**src/hw/rtl/dmbf_pkg.sv**
```systemverilog
package dmbf_pkg;

   localparam int STORE_BYTES_DEFAULT = 64;

   localparam int DATA_W  = 8;
   localparam int COUNT_W = 7;
   localparam int LIMIT_W = 6;
   localparam int BSTATE_W = 2;

   localparam logic [DATA_W-1:0]  NEWLINE_BYTE = 8'h0A;
   localparam logic [COUNT_W-1:0] COUNT_LIMIT  = 7'd127;
   localparam logic [LIMIT_W-1:0] MAX_MESSAGES_RESET = 6'd16;

   localparam int CSR_ADDR_W = 3;
   localparam int CSR_DATA_W = 32;
   localparam logic REG_MAX_MESSAGES = 1'b0;

   localparam int REQ_TDATA_W = 16;
   localparam int REQ_TUSER_W = 3;
   localparam int RSP_TDATA_W = 24;
   localparam int RSP_TUSER_W = 3;

   localparam int RSP_BSTATE_LSB = 8;
   localparam int RSP_PEND_LSB   = 10;
   localparam int RSP_PAD_W      = RSP_TDATA_W - RSP_PEND_LSB - COUNT_W;

   typedef enum logic [1:0] {
      CMD_PUSH   = 2'd0,
      CMD_POP    = 2'd1,
      CMD_STATUS = 2'd2
   } command_type;

   typedef enum logic [2:0] {
      RC_MSG_BYTE     = 3'd0,
      RC_EMPTY_MSG    = 3'd1,
      RC_BUF_EMPTY    = 3'd2,
      RC_NO_DELIM     = 3'd3,
      RC_STORED       = 3'd4,
      RC_DROPPED_FULL = 3'd5,
      RC_REFUSED      = 3'd6,
      RC_STATUS       = 3'd7
   } result_code_type;

   typedef enum logic [1:0] {
      BUF_OK    = 2'd0,
      BUF_EMPTY = 2'd1,
      BUF_FULL  = 2'd2
   } buffer_state_type;

   typedef enum logic [2:0] {
      ST_IDLE,
      ST_SCAN_RD,
      ST_SCAN_CMP,
      ST_EMIT_RD,
      ST_EMIT_OUT
   } state_type;

endpackage

```
**src/hw/rtl/dmbf_csr.sv**
```systemverilog
module dmbf_csr
   import dmbf_pkg::*;
(
   input  logic                  clock,
   input  logic                  reset,
   input  logic                  csr_psel,
   input  logic                  csr_penable,
   input  logic                  csr_pwrite,
   input  logic [CSR_ADDR_W-1:0] csr_paddr,
   input  logic [CSR_DATA_W-1:0] csr_pwdata,
   output logic [CSR_DATA_W-1:0] csr_prdata,
   output logic                  csr_pready,
   output logic [LIMIT_W-1:0]    max_messages
);

   logic [LIMIT_W-1:0] max_messages_ff;
   logic [LIMIT_W-1:0] max_messages_in;
   logic               wr_en;

   assign csr_pready = 1'b1;
   assign wr_en      = csr_psel && csr_penable && csr_pwrite && csr_pready;

   always_comb begin
      max_messages_in = max_messages_ff;
      if (wr_en && csr_paddr[2] == REG_MAX_MESSAGES) begin
         max_messages_in = csr_pwdata[LIMIT_W-1:0];
      end
   end

   always_ff @(posedge clock) begin
      if (reset) begin
         max_messages_ff <= MAX_MESSAGES_RESET;
      end else begin
         max_messages_ff <= max_messages_in;
      end
   end

   always_comb begin
      unique case (csr_paddr[2])
         REG_MAX_MESSAGES: csr_prdata = CSR_DATA_W'(max_messages_ff);
         default:          csr_prdata = '0;
      endcase
   end

   assign max_messages = max_messages_ff;

endmodule

```
**src/hw/rtl/delimited_message_byte_fifo.sv**
```systemverilog
// channel  dir  handshake             payload
// req      in   req_tvalid/tready     tdata {delimiter, data_in}, tuser {first, command}
// rsp      out  rsp_tvalid/tready     tdata {pending, buffer_state, data_out}, tuser code
// csr      in   APB psel/penable      max_messages at byte address 0
//
// Push and status are answered directly from idle. A pop reads and compares each byte
// in turn (through the delimiter, or every stored byte when it is missing), then reads
// and emits each message byte, through the single registered read port of the byte store and the one compare unit.
// Reset is synchronous and clears pointers, count and control; the store is not cleared.
// A result waits in the output register while rsp_tready is low; a new item is
// taken only when that register is empty or being emptied.
module delimited_message_byte_fifo
   import dmbf_pkg::*;
#(
   parameter int STORE_BYTES = STORE_BYTES_DEFAULT
) (
   input  logic                   clock,
   input  logic                   reset,
   input  logic                   req_tvalid,
   output logic                   req_tready,
   input  logic [REQ_TDATA_W-1:0] req_tdata,   // data_in[7:0], delimiter[15:8]
   input  logic [REQ_TUSER_W-1:0] req_tuser,   // command[1:0], first_of_string[2]
   output logic                   rsp_tvalid,
   input  logic                   rsp_tready,
   output logic [RSP_TDATA_W-1:0] rsp_tdata,   // data_out[7:0], buffer_state[9:8],
                                               // pending_messages[16:10], zero pad
   output logic                   rsp_tlast,
   output logic [RSP_TUSER_W-1:0] rsp_tuser,   // result_code[2:0]
   input  logic                   csr_psel,
   input  logic                   csr_penable,
   input  logic                   csr_pwrite,
   input  logic [CSR_ADDR_W-1:0]  csr_paddr,
   input  logic [CSR_DATA_W-1:0]  csr_pwdata,
   output logic [CSR_DATA_W-1:0]  csr_prdata,
   output logic                   csr_pready
);

   localparam int PTR_W = $clog2(STORE_BYTES);

   function automatic logic [PTR_W-1:0] ptr_next(input logic [PTR_W-1:0] p);
      ptr_next = (p == PTR_W'(STORE_BYTES - 1)) ? '0 : p + 1'b1;
   endfunction

   logic [LIMIT_W-1:0] max_messages;

   dmbf_csr u_csr (
      .clock        (clock),
      .reset        (reset),
      .csr_psel     (csr_psel),
      .csr_penable  (csr_penable),
      .csr_pwrite   (csr_pwrite),
      .csr_paddr    (csr_paddr),
      .csr_pwdata   (csr_pwdata),
      .csr_prdata   (csr_prdata),
      .csr_pready   (csr_pready),
      .max_messages (max_messages)
   );

   logic [DATA_W-1:0] store_mem [STORE_BYTES];
   logic [DATA_W-1:0] rd_data_ff;
   logic [PTR_W-1:0]  rd_addr;
   logic              mem_we;

   state_type          state_ff, state_in;
   logic [PTR_W-1:0]   wr_ptr_ff, wr_ptr_in;
   logic [PTR_W-1:0]   rd_ptr_ff, rd_ptr_in;
   logic [COUNT_W-1:0] count_ff, count_in;
   logic               refusing_ff, refusing_in;
   logic [PTR_W-1:0]   scan_ptr_ff, scan_ptr_in;
   logic [PTR_W-1:0]   scan_n_ff, scan_n_in;
   logic [PTR_W-1:0]   stored_ff, stored_in;
   logic [DATA_W-1:0]  delim_ff, delim_in;
   logic [PTR_W-1:0]   emit_ptr_ff, emit_ptr_in;
   logic [PTR_W-1:0]   emit_left_ff, emit_left_in;

   logic                   rsp_valid_ff, rsp_valid_in;
   logic [DATA_W-1:0]      rsp_data_ff, rsp_data_in;
   logic                   rsp_last_ff, rsp_last_in;
   result_code_type        rsp_code_ff, rsp_code_in;
   buffer_state_type       rsp_bstate_ff, rsp_bstate_in;
   logic [COUNT_W-1:0]     rsp_pend_ff, rsp_pend_in;

   logic                   out_free;
   logic                   out_load;
   logic                   accept;
   command_type            req_cmd;
   logic                   req_first;
   logic [DATA_W-1:0]      req_data;
   logic [DATA_W-1:0]      req_delim;
   logic [PTR_W:0]         stored_calc;
   logic [PTR_W-1:0]       scan_n_inc;

   assign req_cmd   = command_type'(req_tuser[1:0]);
   assign req_first = req_tuser[2];
   assign req_data  = req_tdata[DATA_W-1:0];
   assign req_delim = req_tdata[2*DATA_W-1:DATA_W];

   assign out_free   = !rsp_valid_ff || rsp_tready;
   assign req_tready = (state_ff == ST_IDLE) && out_free;
   assign accept     = req_tvalid && req_tready;
   assign scan_n_inc = scan_n_ff + 1'b1;

   always_comb begin
      if (wr_ptr_ff >= rd_ptr_ff) begin
         stored_calc = {1'b0, wr_ptr_ff} - {1'b0, rd_ptr_ff};
      end else begin
         stored_calc = {1'b0, wr_ptr_ff} + (PTR_W+1)'(STORE_BYTES) - {1'b0, rd_ptr_ff};
      end
   end

   always_comb begin
      state_in     = state_ff;
      wr_ptr_in    = wr_ptr_ff;
      rd_ptr_in    = rd_ptr_ff;
      count_in     = count_ff;
      refusing_in  = refusing_ff;
      scan_ptr_in  = scan_ptr_ff;
      scan_n_in    = scan_n_ff;
      stored_in    = stored_ff;
      delim_in     = delim_ff;
      emit_ptr_in  = emit_ptr_ff;
      emit_left_in = emit_left_ff;
      mem_we       = 1'b0;
      out_load     = 1'b0;
      rsp_data_in  = '0;
      rsp_last_in  = 1'b1;
      rsp_code_in  = RC_STATUS;
      rd_addr      = scan_ptr_ff;

      unique case (state_ff)
         ST_IDLE: begin
            if (accept) begin
               unique case (req_cmd)
                  CMD_PUSH: begin
                     out_load = 1'b1;
                     if (req_first) begin
                        refusing_in = (count_ff >= {1'b0, max_messages});
                     end
                     if (refusing_in) begin
                        rsp_code_in = RC_REFUSED;
                     end else begin
                        if (req_data == NEWLINE_BYTE && count_ff < COUNT_LIMIT) begin
                           count_in = count_ff + 1'b1;
                        end
                        if (ptr_next(wr_ptr_ff) != rd_ptr_ff) begin
                           mem_we      = 1'b1;
                           wr_ptr_in   = ptr_next(wr_ptr_ff);
                           rsp_code_in = RC_STORED;
                        end else begin
                           rsp_code_in = RC_DROPPED_FULL;
                        end
                     end
                  end
                  CMD_POP: begin
                     if (count_ff == '0) begin
                        out_load    = 1'b1;
                        rsp_code_in = RC_BUF_EMPTY;
                     end else if (stored_calc == '0) begin
                        out_load    = 1'b1;
                        rsp_code_in = RC_NO_DELIM;
                     end else begin
                        stored_in   = stored_calc[PTR_W-1:0];
                        scan_ptr_in = rd_ptr_ff;
                        scan_n_in   = '0;
                        delim_in    = req_delim;
                        state_in    = ST_SCAN_RD;
                     end
                  end
                  CMD_STATUS: begin
                     out_load    = 1'b1;
                     rsp_code_in = RC_STATUS;
                  end
                  default: begin
                  end
               endcase
            end
         end
         ST_SCAN_RD: begin
            state_in = ST_SCAN_CMP;
         end
         ST_SCAN_CMP: begin
            if (rd_data_ff == delim_ff) begin
               if (out_free || scan_n_ff != '0) begin
                  rd_ptr_in = ptr_next(scan_ptr_ff);
                  count_in  = count_ff - 1'b1;
                  if (scan_n_ff == '0) begin
                     out_load    = 1'b1;
                     rsp_code_in = RC_EMPTY_MSG;
                     state_in    = ST_IDLE;
                  end else begin
                     emit_ptr_in  = rd_ptr_ff;
                     emit_left_in = scan_n_ff;
                     state_in     = ST_EMIT_RD;
                  end
               end
            end else if (scan_n_inc == stored_ff) begin
               if (out_free) begin
                  out_load    = 1'b1;
                  rsp_code_in = RC_NO_DELIM;
                  state_in    = ST_IDLE;
               end
            end else begin
               scan_n_in   = scan_n_inc;
               scan_ptr_in = ptr_next(scan_ptr_ff);
               state_in    = ST_SCAN_RD;
            end
         end
         ST_EMIT_RD: begin
            rd_addr  = emit_ptr_ff;
            state_in = ST_EMIT_OUT;
         end
         ST_EMIT_OUT: begin
            rd_addr = emit_ptr_ff;
            if (out_free) begin
               out_load     = 1'b1;
               rsp_data_in  = rd_data_ff;
               rsp_code_in  = RC_MSG_BYTE;
               rsp_last_in  = (emit_left_ff == PTR_W'(1));
               emit_left_in = emit_left_ff - 1'b1;
               emit_ptr_in  = ptr_next(emit_ptr_ff);
               state_in     = (emit_left_ff == PTR_W'(1)) ? ST_IDLE : ST_EMIT_RD;
            end
         end
         default: begin
            state_in = ST_IDLE;
         end
      endcase

      if (count_in == '0) begin
         rsp_bstate_in = BUF_EMPTY;
      end else if (ptr_next(wr_ptr_in) == rd_ptr_in) begin
         rsp_bstate_in = BUF_FULL;
      end else begin
         rsp_bstate_in = BUF_OK;
      end
      rsp_pend_in = count_in;

      if (out_load) begin
         rsp_valid_in = 1'b1;
      end else if (rsp_tready) begin
         rsp_valid_in = 1'b0;
      end else begin
         rsp_valid_in = rsp_valid_ff;
      end
   end

   always_ff @(posedge clock) begin
      if (mem_we) begin
         store_mem[wr_ptr_ff] <= req_data;
      end
      rd_data_ff <= store_mem[rd_addr];
   end

   always_ff @(posedge clock) begin
      if (reset) begin
         state_ff     <= ST_IDLE;
         wr_ptr_ff    <= '0;
         rd_ptr_ff    <= '0;
         count_ff     <= '0;
         refusing_ff  <= 1'b0;
         rsp_valid_ff <= 1'b0;
      end else begin
         state_ff     <= state_in;
         wr_ptr_ff    <= wr_ptr_in;
         rd_ptr_ff    <= rd_ptr_in;
         count_ff     <= count_in;
         refusing_ff  <= refusing_in;
         rsp_valid_ff <= rsp_valid_in;
      end
   end

   always_ff @(posedge clock) begin
      scan_ptr_ff  <= scan_ptr_in;
      scan_n_ff    <= scan_n_in;
      stored_ff    <= stored_in;
      delim_ff     <= delim_in;
      emit_ptr_ff  <= emit_ptr_in;
      emit_left_ff <= emit_left_in;
      if (out_load) begin
         rsp_data_ff   <= rsp_data_in;
         rsp_last_ff   <= rsp_last_in;
         rsp_code_ff   <= rsp_code_in;
         rsp_bstate_ff <= rsp_bstate_in;
         rsp_pend_ff   <= rsp_pend_in;
      end
   end

   assign rsp_tvalid = rsp_valid_ff;
   assign rsp_tlast  = rsp_last_ff;
   assign rsp_tuser  = rsp_code_ff;
   assign rsp_tdata  = {{RSP_PAD_W{1'b0}}, rsp_pend_ff, rsp_bstate_ff, rsp_data_ff};

endmodule

```
**config.mk**
```make
export PLATFORM = sky130hd
export DESIGN_NAME = delimited_message_byte_fifo
export DESIGN_NICKNAME = d
export VERILOG_FILES = /design/src/hw/rtl/dmbf_pkg.sv /design/src/hw/rtl/dmbf_csr.sv /design/src/hw/rtl/delimited_message_byte_fifo.sv
export SDC_FILE = /design/constraint.sdc
export NUM_CORES = 1
export LEC_CHECK = 0
export ABC_AREA = 1
export CORE_AREA = 4 4 247 249
export DETAILED_ROUTE_END_ITERATION = 10
export DIE_AREA = 0 0 251 253
export DONT_BUFFER_PORTS = 1
export SLEW_MARGIN = 15
export SYNTH_ARGS = -nofsm -noshare
export SYNTH_HDL_FRONTEND = slang
export SYNTH_SLANG_ARGS = --single-unit
```
**constraint.sdc**
```tcl
create_clock -name clock -period 3.4 [get_ports clock]
set_input_delay 0.68 -clock clock [delete_from_list [all_inputs] [get_ports clock]]
set_output_delay 0.68 -clock clock [all_outputs]
set_load 0.01 [all_outputs]
```
* Yosys cells after proc, flatten, opt, wreduce, memory -nomap -nowiden *
Memory sizes are Yosys's and may differ from the RTL's. A register that Yosys moved wholly into a read port is not among the register bits.
Cells that the tools add are included.

word-level totals
  logic and storage cells = 186
  memories = 1
  input port bits = 61
  register bits after elaboration = 89
  RAM bits = 512
  latch bits = 0
  memory bits (read-only) = 0

memory list
  name       words  bits a word  read ports  clocked after Yosys merged registers in  write ports  line                               RTL
  store_mem  64     8            1           1                                        1            delimited_message_byte_fifo.sv:59  logic [DATA_W-1:0] store_mem [STORE_BYTES];

operators by class
  $add $sub $neg = 11
  equality and inequality tests = 28
  bitwise logic cells = 3
  shift-type cells = 0
  multiplexer cells = 95
  div/mod/pow operators = 0
  reduce and logical (&&, ||, !) cells = 27
  order comparisons = 3
  multipliers = 0

operators by type and width
  operator                                                               count
  6-bit 2-to-1 mux                                                       34
  3-bit 2-to-1 mux                                                       18
  7-bit 2-to-1 mux                                                       7
  6-bit one-hot mux with 2 select lines                                  4
  6-bit by 1-bit adder with 6-bit output, second input constant          5
  6-bit equality test, second input constant                             4
  1-bit 2-to-1 mux                                                       22
  7-bit logical NOT                                                      3
  2-bit inequality test, second input constant                           9
  3-bit one-hot mux with 5 select lines                                  1
  7-bit one-hot mux with 2 select lines                                  1
  7-bit AND reduction                                                    2
  6-bit equality test                                                    2
  5-bit AND reduction                                                    2
  3-bit one-hot mux with 3 select lines                                  1
  8-bit by 4-bit equality test with 1-bit output, second input constant  1
  8-bit equality test                                                    1
  2-bit 2-to-1 mux                                                       4
  6-bit by 7-bit adder with 7-bit output, second input constant          1
  7-bit by 1-bit adder with 7-bit output, second input constant          1
  7-bit by 6-bit >= comparator with 1-bit output                         1
  7-bit less-than comparator, second input constant                      1
  6-bit by 6-bit subtractor with 7-bit output                            1
  7-bit by 1-bit subtractor with 7-bit output, second input constant     1
  28 further kinds                                                       40

* Longest topological paths before layout *
  depth after elaboration = 14
  depth in mapped cells = 23

* Cells and area by module *
From an unflattened synthesis, not the netlist that was laid out.

unflattened totals
  cell total of the unflattened synthesis = 2,286
  area, all modules = 26,310.2 µm²

by module, submodules not included
  module                       times used  area each (µm²)  cells each
  delimited_message_byte_fifo  1           25,750.9         2,202
  dmbf_csr                     1           559.3            84

* Least setup slack after synthesis *
Ideal clock, no wire load.

  path kind = register -> register
  start = reg wr_ptr_ff[0]
  end = reg rsp_bstate_ff[0], enable pin
  required time = 3.019 ns
  cell stages (with the launch flop) = 13
  setup slack = 0.423 ns
  arrival = 2.596 ns
  buffers on the path = 1
  period minus slack after synthesis = 2.977 ns
  cells stage by stage = dfxtp_1 > clkbuf_1 > inv_1 > ha_1 > fa_1 > inv_1 > nor4_1 > inv_1 > nor3_1 > nor2_1 > o21ai_0 > nand2_1 > nand3_1

on the way
  word-level cells in the longest chain between the ends = 9

ends and longest elaborated chain
  what                                         line                                RTL
  start, declared                              delimited_message_byte_fifo.sv:65   logic [PTR_W-1:0] wr_ptr_ff, wr_ptr_in;
  start signal, assigned                       delimited_message_byte_fifo.sv:264  wr_ptr_ff <= wr_ptr_in;
  6-bit by 7-bit adder with 7-bit output       delimited_message_byte_fifo.sv:107  stored_calc = {1'b0, wr_ptr_ff} + (PTR_W+1)'(STORE_BYTES) - {1'b0, rd_ptr_ff};
  7-bit by 6-bit subtractor with 7-bit output  delimited_message_byte_fifo.sv:107
  7-bit 2-to-1 mux *                           delimited_message_byte_fifo.sv:104  if (wr_ptr_ff >= rd_ptr_ff) begin
  via stored_calc[1]                           delimited_message_byte_fifo.sv:90   logic [PTR_W:0] stored_calc;
  7-bit logical NOT *                          delimited_message_byte_fifo.sv:158  end else if (stored_calc == '0) begin
  1-bit 2-to-1 mux *                           delimited_message_byte_fifo.sv:158
  1-bit 2-to-1 mux *                           delimited_message_byte_fifo.sv:155  if (count_ff == '0) begin
  1-bit one-hot mux with 2 select lines *      delimited_message_byte_fifo.sv:133  unique case (req_cmd)
  1-bit 2-to-1 mux *                           delimited_message_byte_fifo.sv:132  if (accept) begin
  1-bit one-hot mux with 3 select lines *      delimited_message_byte_fifo.sv:130  unique case (state_ff)
  via out_load                                 delimited_message_byte_fifo.sv:84   logic out_load;
  end signal, assigned                         delimited_message_byte_fifo.sv:283  rsp_bstate_ff <= rsp_bstate_in;
  end, declared                                delimited_message_byte_fifo.sv:80   buffer_state_type rsp_bstate_ff, rsp_bstate_in;

Mark *: on every way through the listed nets, which the timed path passes. The rest lies on a longest branch.
A chain may end at the register's enable or synchronous reset.

* Worst setup path in the final report *
  start = reg wr_ptr_ff[0]
  end = reg rsp_pend_ff[1], enable pin

on the way
  word-level cells in the longest chain between the ends = 9

ends and longest elaborated chain
  what                                         line                                RTL
  6-bit by 7-bit adder with 7-bit output       delimited_message_byte_fifo.sv:107
  7-bit by 6-bit subtractor with 7-bit output  delimited_message_byte_fifo.sv:107
  7-bit 2-to-1 mux *                           delimited_message_byte_fifo.sv:104
  via stored_calc[2]                           delimited_message_byte_fifo.sv:90
  7-bit logical NOT *                          delimited_message_byte_fifo.sv:158
  1-bit 2-to-1 mux *                           delimited_message_byte_fifo.sv:158
  1-bit 2-to-1 mux *                           delimited_message_byte_fifo.sv:155
  1-bit one-hot mux with 2 select lines *      delimited_message_byte_fifo.sv:133
  1-bit 2-to-1 mux *                           delimited_message_byte_fifo.sv:132
  1-bit one-hot mux with 3 select lines *      delimited_message_byte_fifo.sv:130
  via out_load                                 delimited_message_byte_fifo.sv:84
  end signal, assigned                         delimited_message_byte_fifo.sv:284  rsp_pend_ff <= rsp_pend_in;
  end, declared                                delimited_message_byte_fifo.sv:81   logic [COUNT_W-1:0] rsp_pend_ff, rsp_pend_in;

Marks and branches as above.

==> run_results.csv <==
group,metric,value,unit
global_route,grt_pass1_vias,16700,
synth,ys_seq_area_frac,0.683,
sta,maxSlewHeadroom,0.378,
synth,yosys.area.top_type_share,0.654,
synth,syn_avg_cell_area,11.6,µm²
sta,maxSlewViolCount,0,
floorplan,rows,89,
critical_path,crit_slowest_cell,"dfxtp_1",
placed_design,gp_congestion,0.894,
placed_design,dp_cells,3023,
final_layout,nets,2397,
detailed_routing,drtIter0Drc,1751,
floorplan,chipHeight,253,µm
placed_design,dp_hpwl,39.4,mm
final_layout,syn_to_final_growth,13.0,%
global_route,antenna_found_initial,0,
synth,syn_area,26200,µm²
detailed_routing,vias_per_cell,5.58,
global_route,overflow,0,
sta,fmax,314,MHz
final_layout,final_layout_size_suffix_gt1_frac,0.108,
synth,synthArstFlopShare,0,
worst_hold_path,worstHoldPathType,"in2reg",
synth,synth_warnings,0,
sta,setup_viol,0,
clock_network,cts_tree,"done",
critical_path,end_kind,"flip-flop",
outcome,status,"finished, final reports clean",
critical_path,cp_max_fo,19,
clock_network,ctsHoldBuffers,0,
critical_path,crit_top_cell,"inv_1",
critical_path,cp_cell_sequence,"inv_1 -> ha_1 -> fa_1 -> xnor2_1 -> nor4_1 -> inv_1 -> nor3_1 -> nor2_1 -> o21ai_0 -> nand2_1 -> nand3_1 -> buf_12",
detailed_routing,drt_wl_total,65.4,mm
detailed_routing,dr_total_vias,17500,
synth,yosysTopAreaCell,"edfxtp_1",
sta,fin_crit_sh,0.936,
synth,synth_commonest_cells,"edfxtp_1 (571), nor2_1 (418), o21ai_0 (280)",
pwr,peakVddDrop,463,µV
synth,ys_top_cells_by_area,"edfxtp_1 (65%), nor2_1 (6.0%), o21ai_0 (5.3%), dfxtp_1 (2.9%), nand2_1 (2.8%)",
synth,ys_types,46,
clock_network,cts_max_level,2,
critical_path,cp-start-kind,"flip-flop",
synth,synth_edf_count,571,
pwr,cellLeakagePower,10.2,nW
synth,syn-instance-count,2252,
pwr,p_per_area,513,nW/µm²
global_route,grt_max_degree,111,
placed_design,dp_slack,0.186,ns
floorplan,die_w,251,µm
global_route,track_usage,0.199,
sta,fin_crit,3.18,ns
critical_path,required,3.74,ns
synth,ys_ff_latch,609,
critical_path,slowest_delay,0.49,ns
sta,fin_skew,0.0219,ns
critical_path,path_class,"reg2reg",
clock_network,cts-buffers-inserted,61,
clock_network,insertion_delay,0.64,ns
detailed_routing,ant_nets,0,
floorplan,start_util,0.447,
sta,fin_tns_setup,0,ns
detailed_routing,routedWlPerCell,20.8,µm
global_route,grt_pass1_wl,99.0,mm
detailed_routing,drc,0,
synth,synth_ff_type,"edfxtp_1",
synth,yosysMostFrequentCell,"edfxtp_1",
final_layout,final_core_util,0.505,
sta,layout_setup_ws,0.219,ns
sta,worst_slew_pin_slew,0.927,ns
clock_network,cts_max_path_buffers,3,
final_layout,final_cells,3137,
placed_design,port_buffers,0,
sta,rsz0062_at_grt,"false",
clock_network,cts-root-buf,"clkbuf_16",
final_layout,antenna_cells,0,
run,maxCapViolCount,0,
floorplan,dieArea,63500,µm²
clock_network,clkTransAtPathRegs,0.06,ns
floorplan,io_pins,124,
detailed_routing,dr.pass1.iters,5,
clock_network,clock_sinks,609,
critical_path,cp_data_arrival_time,3.52,ns
sta,final_hold_viol_count,0,
floorplan,coreArea,58700,µm²
[sequential cells by signal, indices dropped and copies added (netlist names)]
signal,cells
count_ff,7
delim_ff,8
emit_left_ff,6
emit_ptr_ff,6
rd_data_ff,8
rd_ptr_ff,6
refusing_ff,1
rsp_bstate_ff,2
rsp_data_ff,8
rsp_pend_ff,7
rsp_tlast,1
rsp_tuser,3
rsp_tvalid,1
scan_n_ff,6
scan_ptr_ff,6
state_ff,3
store_mem,512
stored_ff,6
u_csr.max_messages,6
wr_ptr_ff,6
[per-stage QoR]
stage	power, mW	hold slack [ns]	cell area (µm²)
6_report	15.2	0.112	29600
5_1_grt	15.6	0.0841	29600
2_1_floorplan	8.55	0.449	26300
3_5_place_dp	8.57	0.494	27600
3_3_place_gp	8.57	0.478	27600
4_1_cts	15.3	0.0734	29600
[worst max-delay path, delay by kind of cell (launching register included)]
kind	cells	cell delay, ns
AO/OA/AOI/OAI	1	0.17
XOR/XNOR	1	0.16
adder cells (fa/ha/maj)	2	0.65
buffers and inverters	3	0.42
flip-flops	1	0.49
AND/OR/NAND/NOR	5	0.99
[timing repair]
| item | 4_1_cts | 5_1_grt |
|---|---|---|
| setup buffers | 0 | 0 |
| setup endpoints to repair | 0 | 61 |
| gates resized for setup | 0 | 2 |
[metal layers]
| layer | share of wire | track usage | vias to the layer above | wire [µm] |
|---|---|---|---|---|
| met1 | 0.44 | 0.280 | 8560 | 28400 |
| met4 | 0.024 | 0.0553 | 0 | 1580 |
| li1 | - | - | 8204 | - |
| met5 | 0 | 0 | - | 0 |
| met2 | 0.47 | 0.323 | 639 | 30600 |
| met3 | 0.072 | 0.0352 | 107 | 4700 |
[final timing paths]
kind,start,endpoint,slack (ns),cells past startpoint
worst min register to register,u_csr.max_messages[0],u_csr.max_messages[0],0.50,2
worst max-delay path,wr_ptr_ff[0],rsp_pend_ff[1],0.22,12
worst max register to register,wr_ptr_ff[0],rsp_pend_ff[1],0.22,12
worst min-delay path,reset,state_ff[2],0.11,1
[power by group]
part / leakage, nW / switching [mW] / internal (mW) / total (mW)
Combinational: 3.80 / 0.127 / 0.0549 / 0.181
Clock: 0.993 / 2.83 / 3.95 / 6.78
Sequential: 5.46 / 0.0203 / 8.21 / 8.23
[cell usage in the layout, fill, tap and decap left out, types with 12 or more instances in the layout]
cell type / count
o22ai_1: 69
ha_1: 22
nand3_1: 108
nand2_1: 198
clkinv_2: 12
clkbuf_16: 62
o21ai_1: 26
conb_1: 34
o211ai_1: 66
inv_1: 115
clkbuf_1: 13
o221ai_1: 64
xnor2_1: 16
buf_4: 107
xor2_1: 14
nor2_1: 417
o21ai_0: 280
a21oi_1: 18
edfxtp_1: 571
buf_12: 12
dfxtp_1: 38
[area by class of cell]
cell class | instances | area, µm²
Sequential cell | 609 | 17900
Timing Repair Buffer | 119 | 1040
Inverter | 124 | 474
Clock buffer | 82 | 1700
Tap cell | 773 | 967
Multi-Input combinational cell | 1398 | 7190
Clock inverter | 32 | 337
Fill cell | 5067 | 29100
[cells by family after synthesis]
logic type               share of synthesized area
AO/OA/AOI/OAI                                0.121
XOR/XNOR                                    0.0100
adder cells (fa/ha/maj)                     0.0113
buffers and inverters                       0.0484
flip-flops                                   0.683
other                                     0.000287
AND/OR/NAND/NOR                              0.125
No activity file was read; power rests on OpenSTA's default activity.
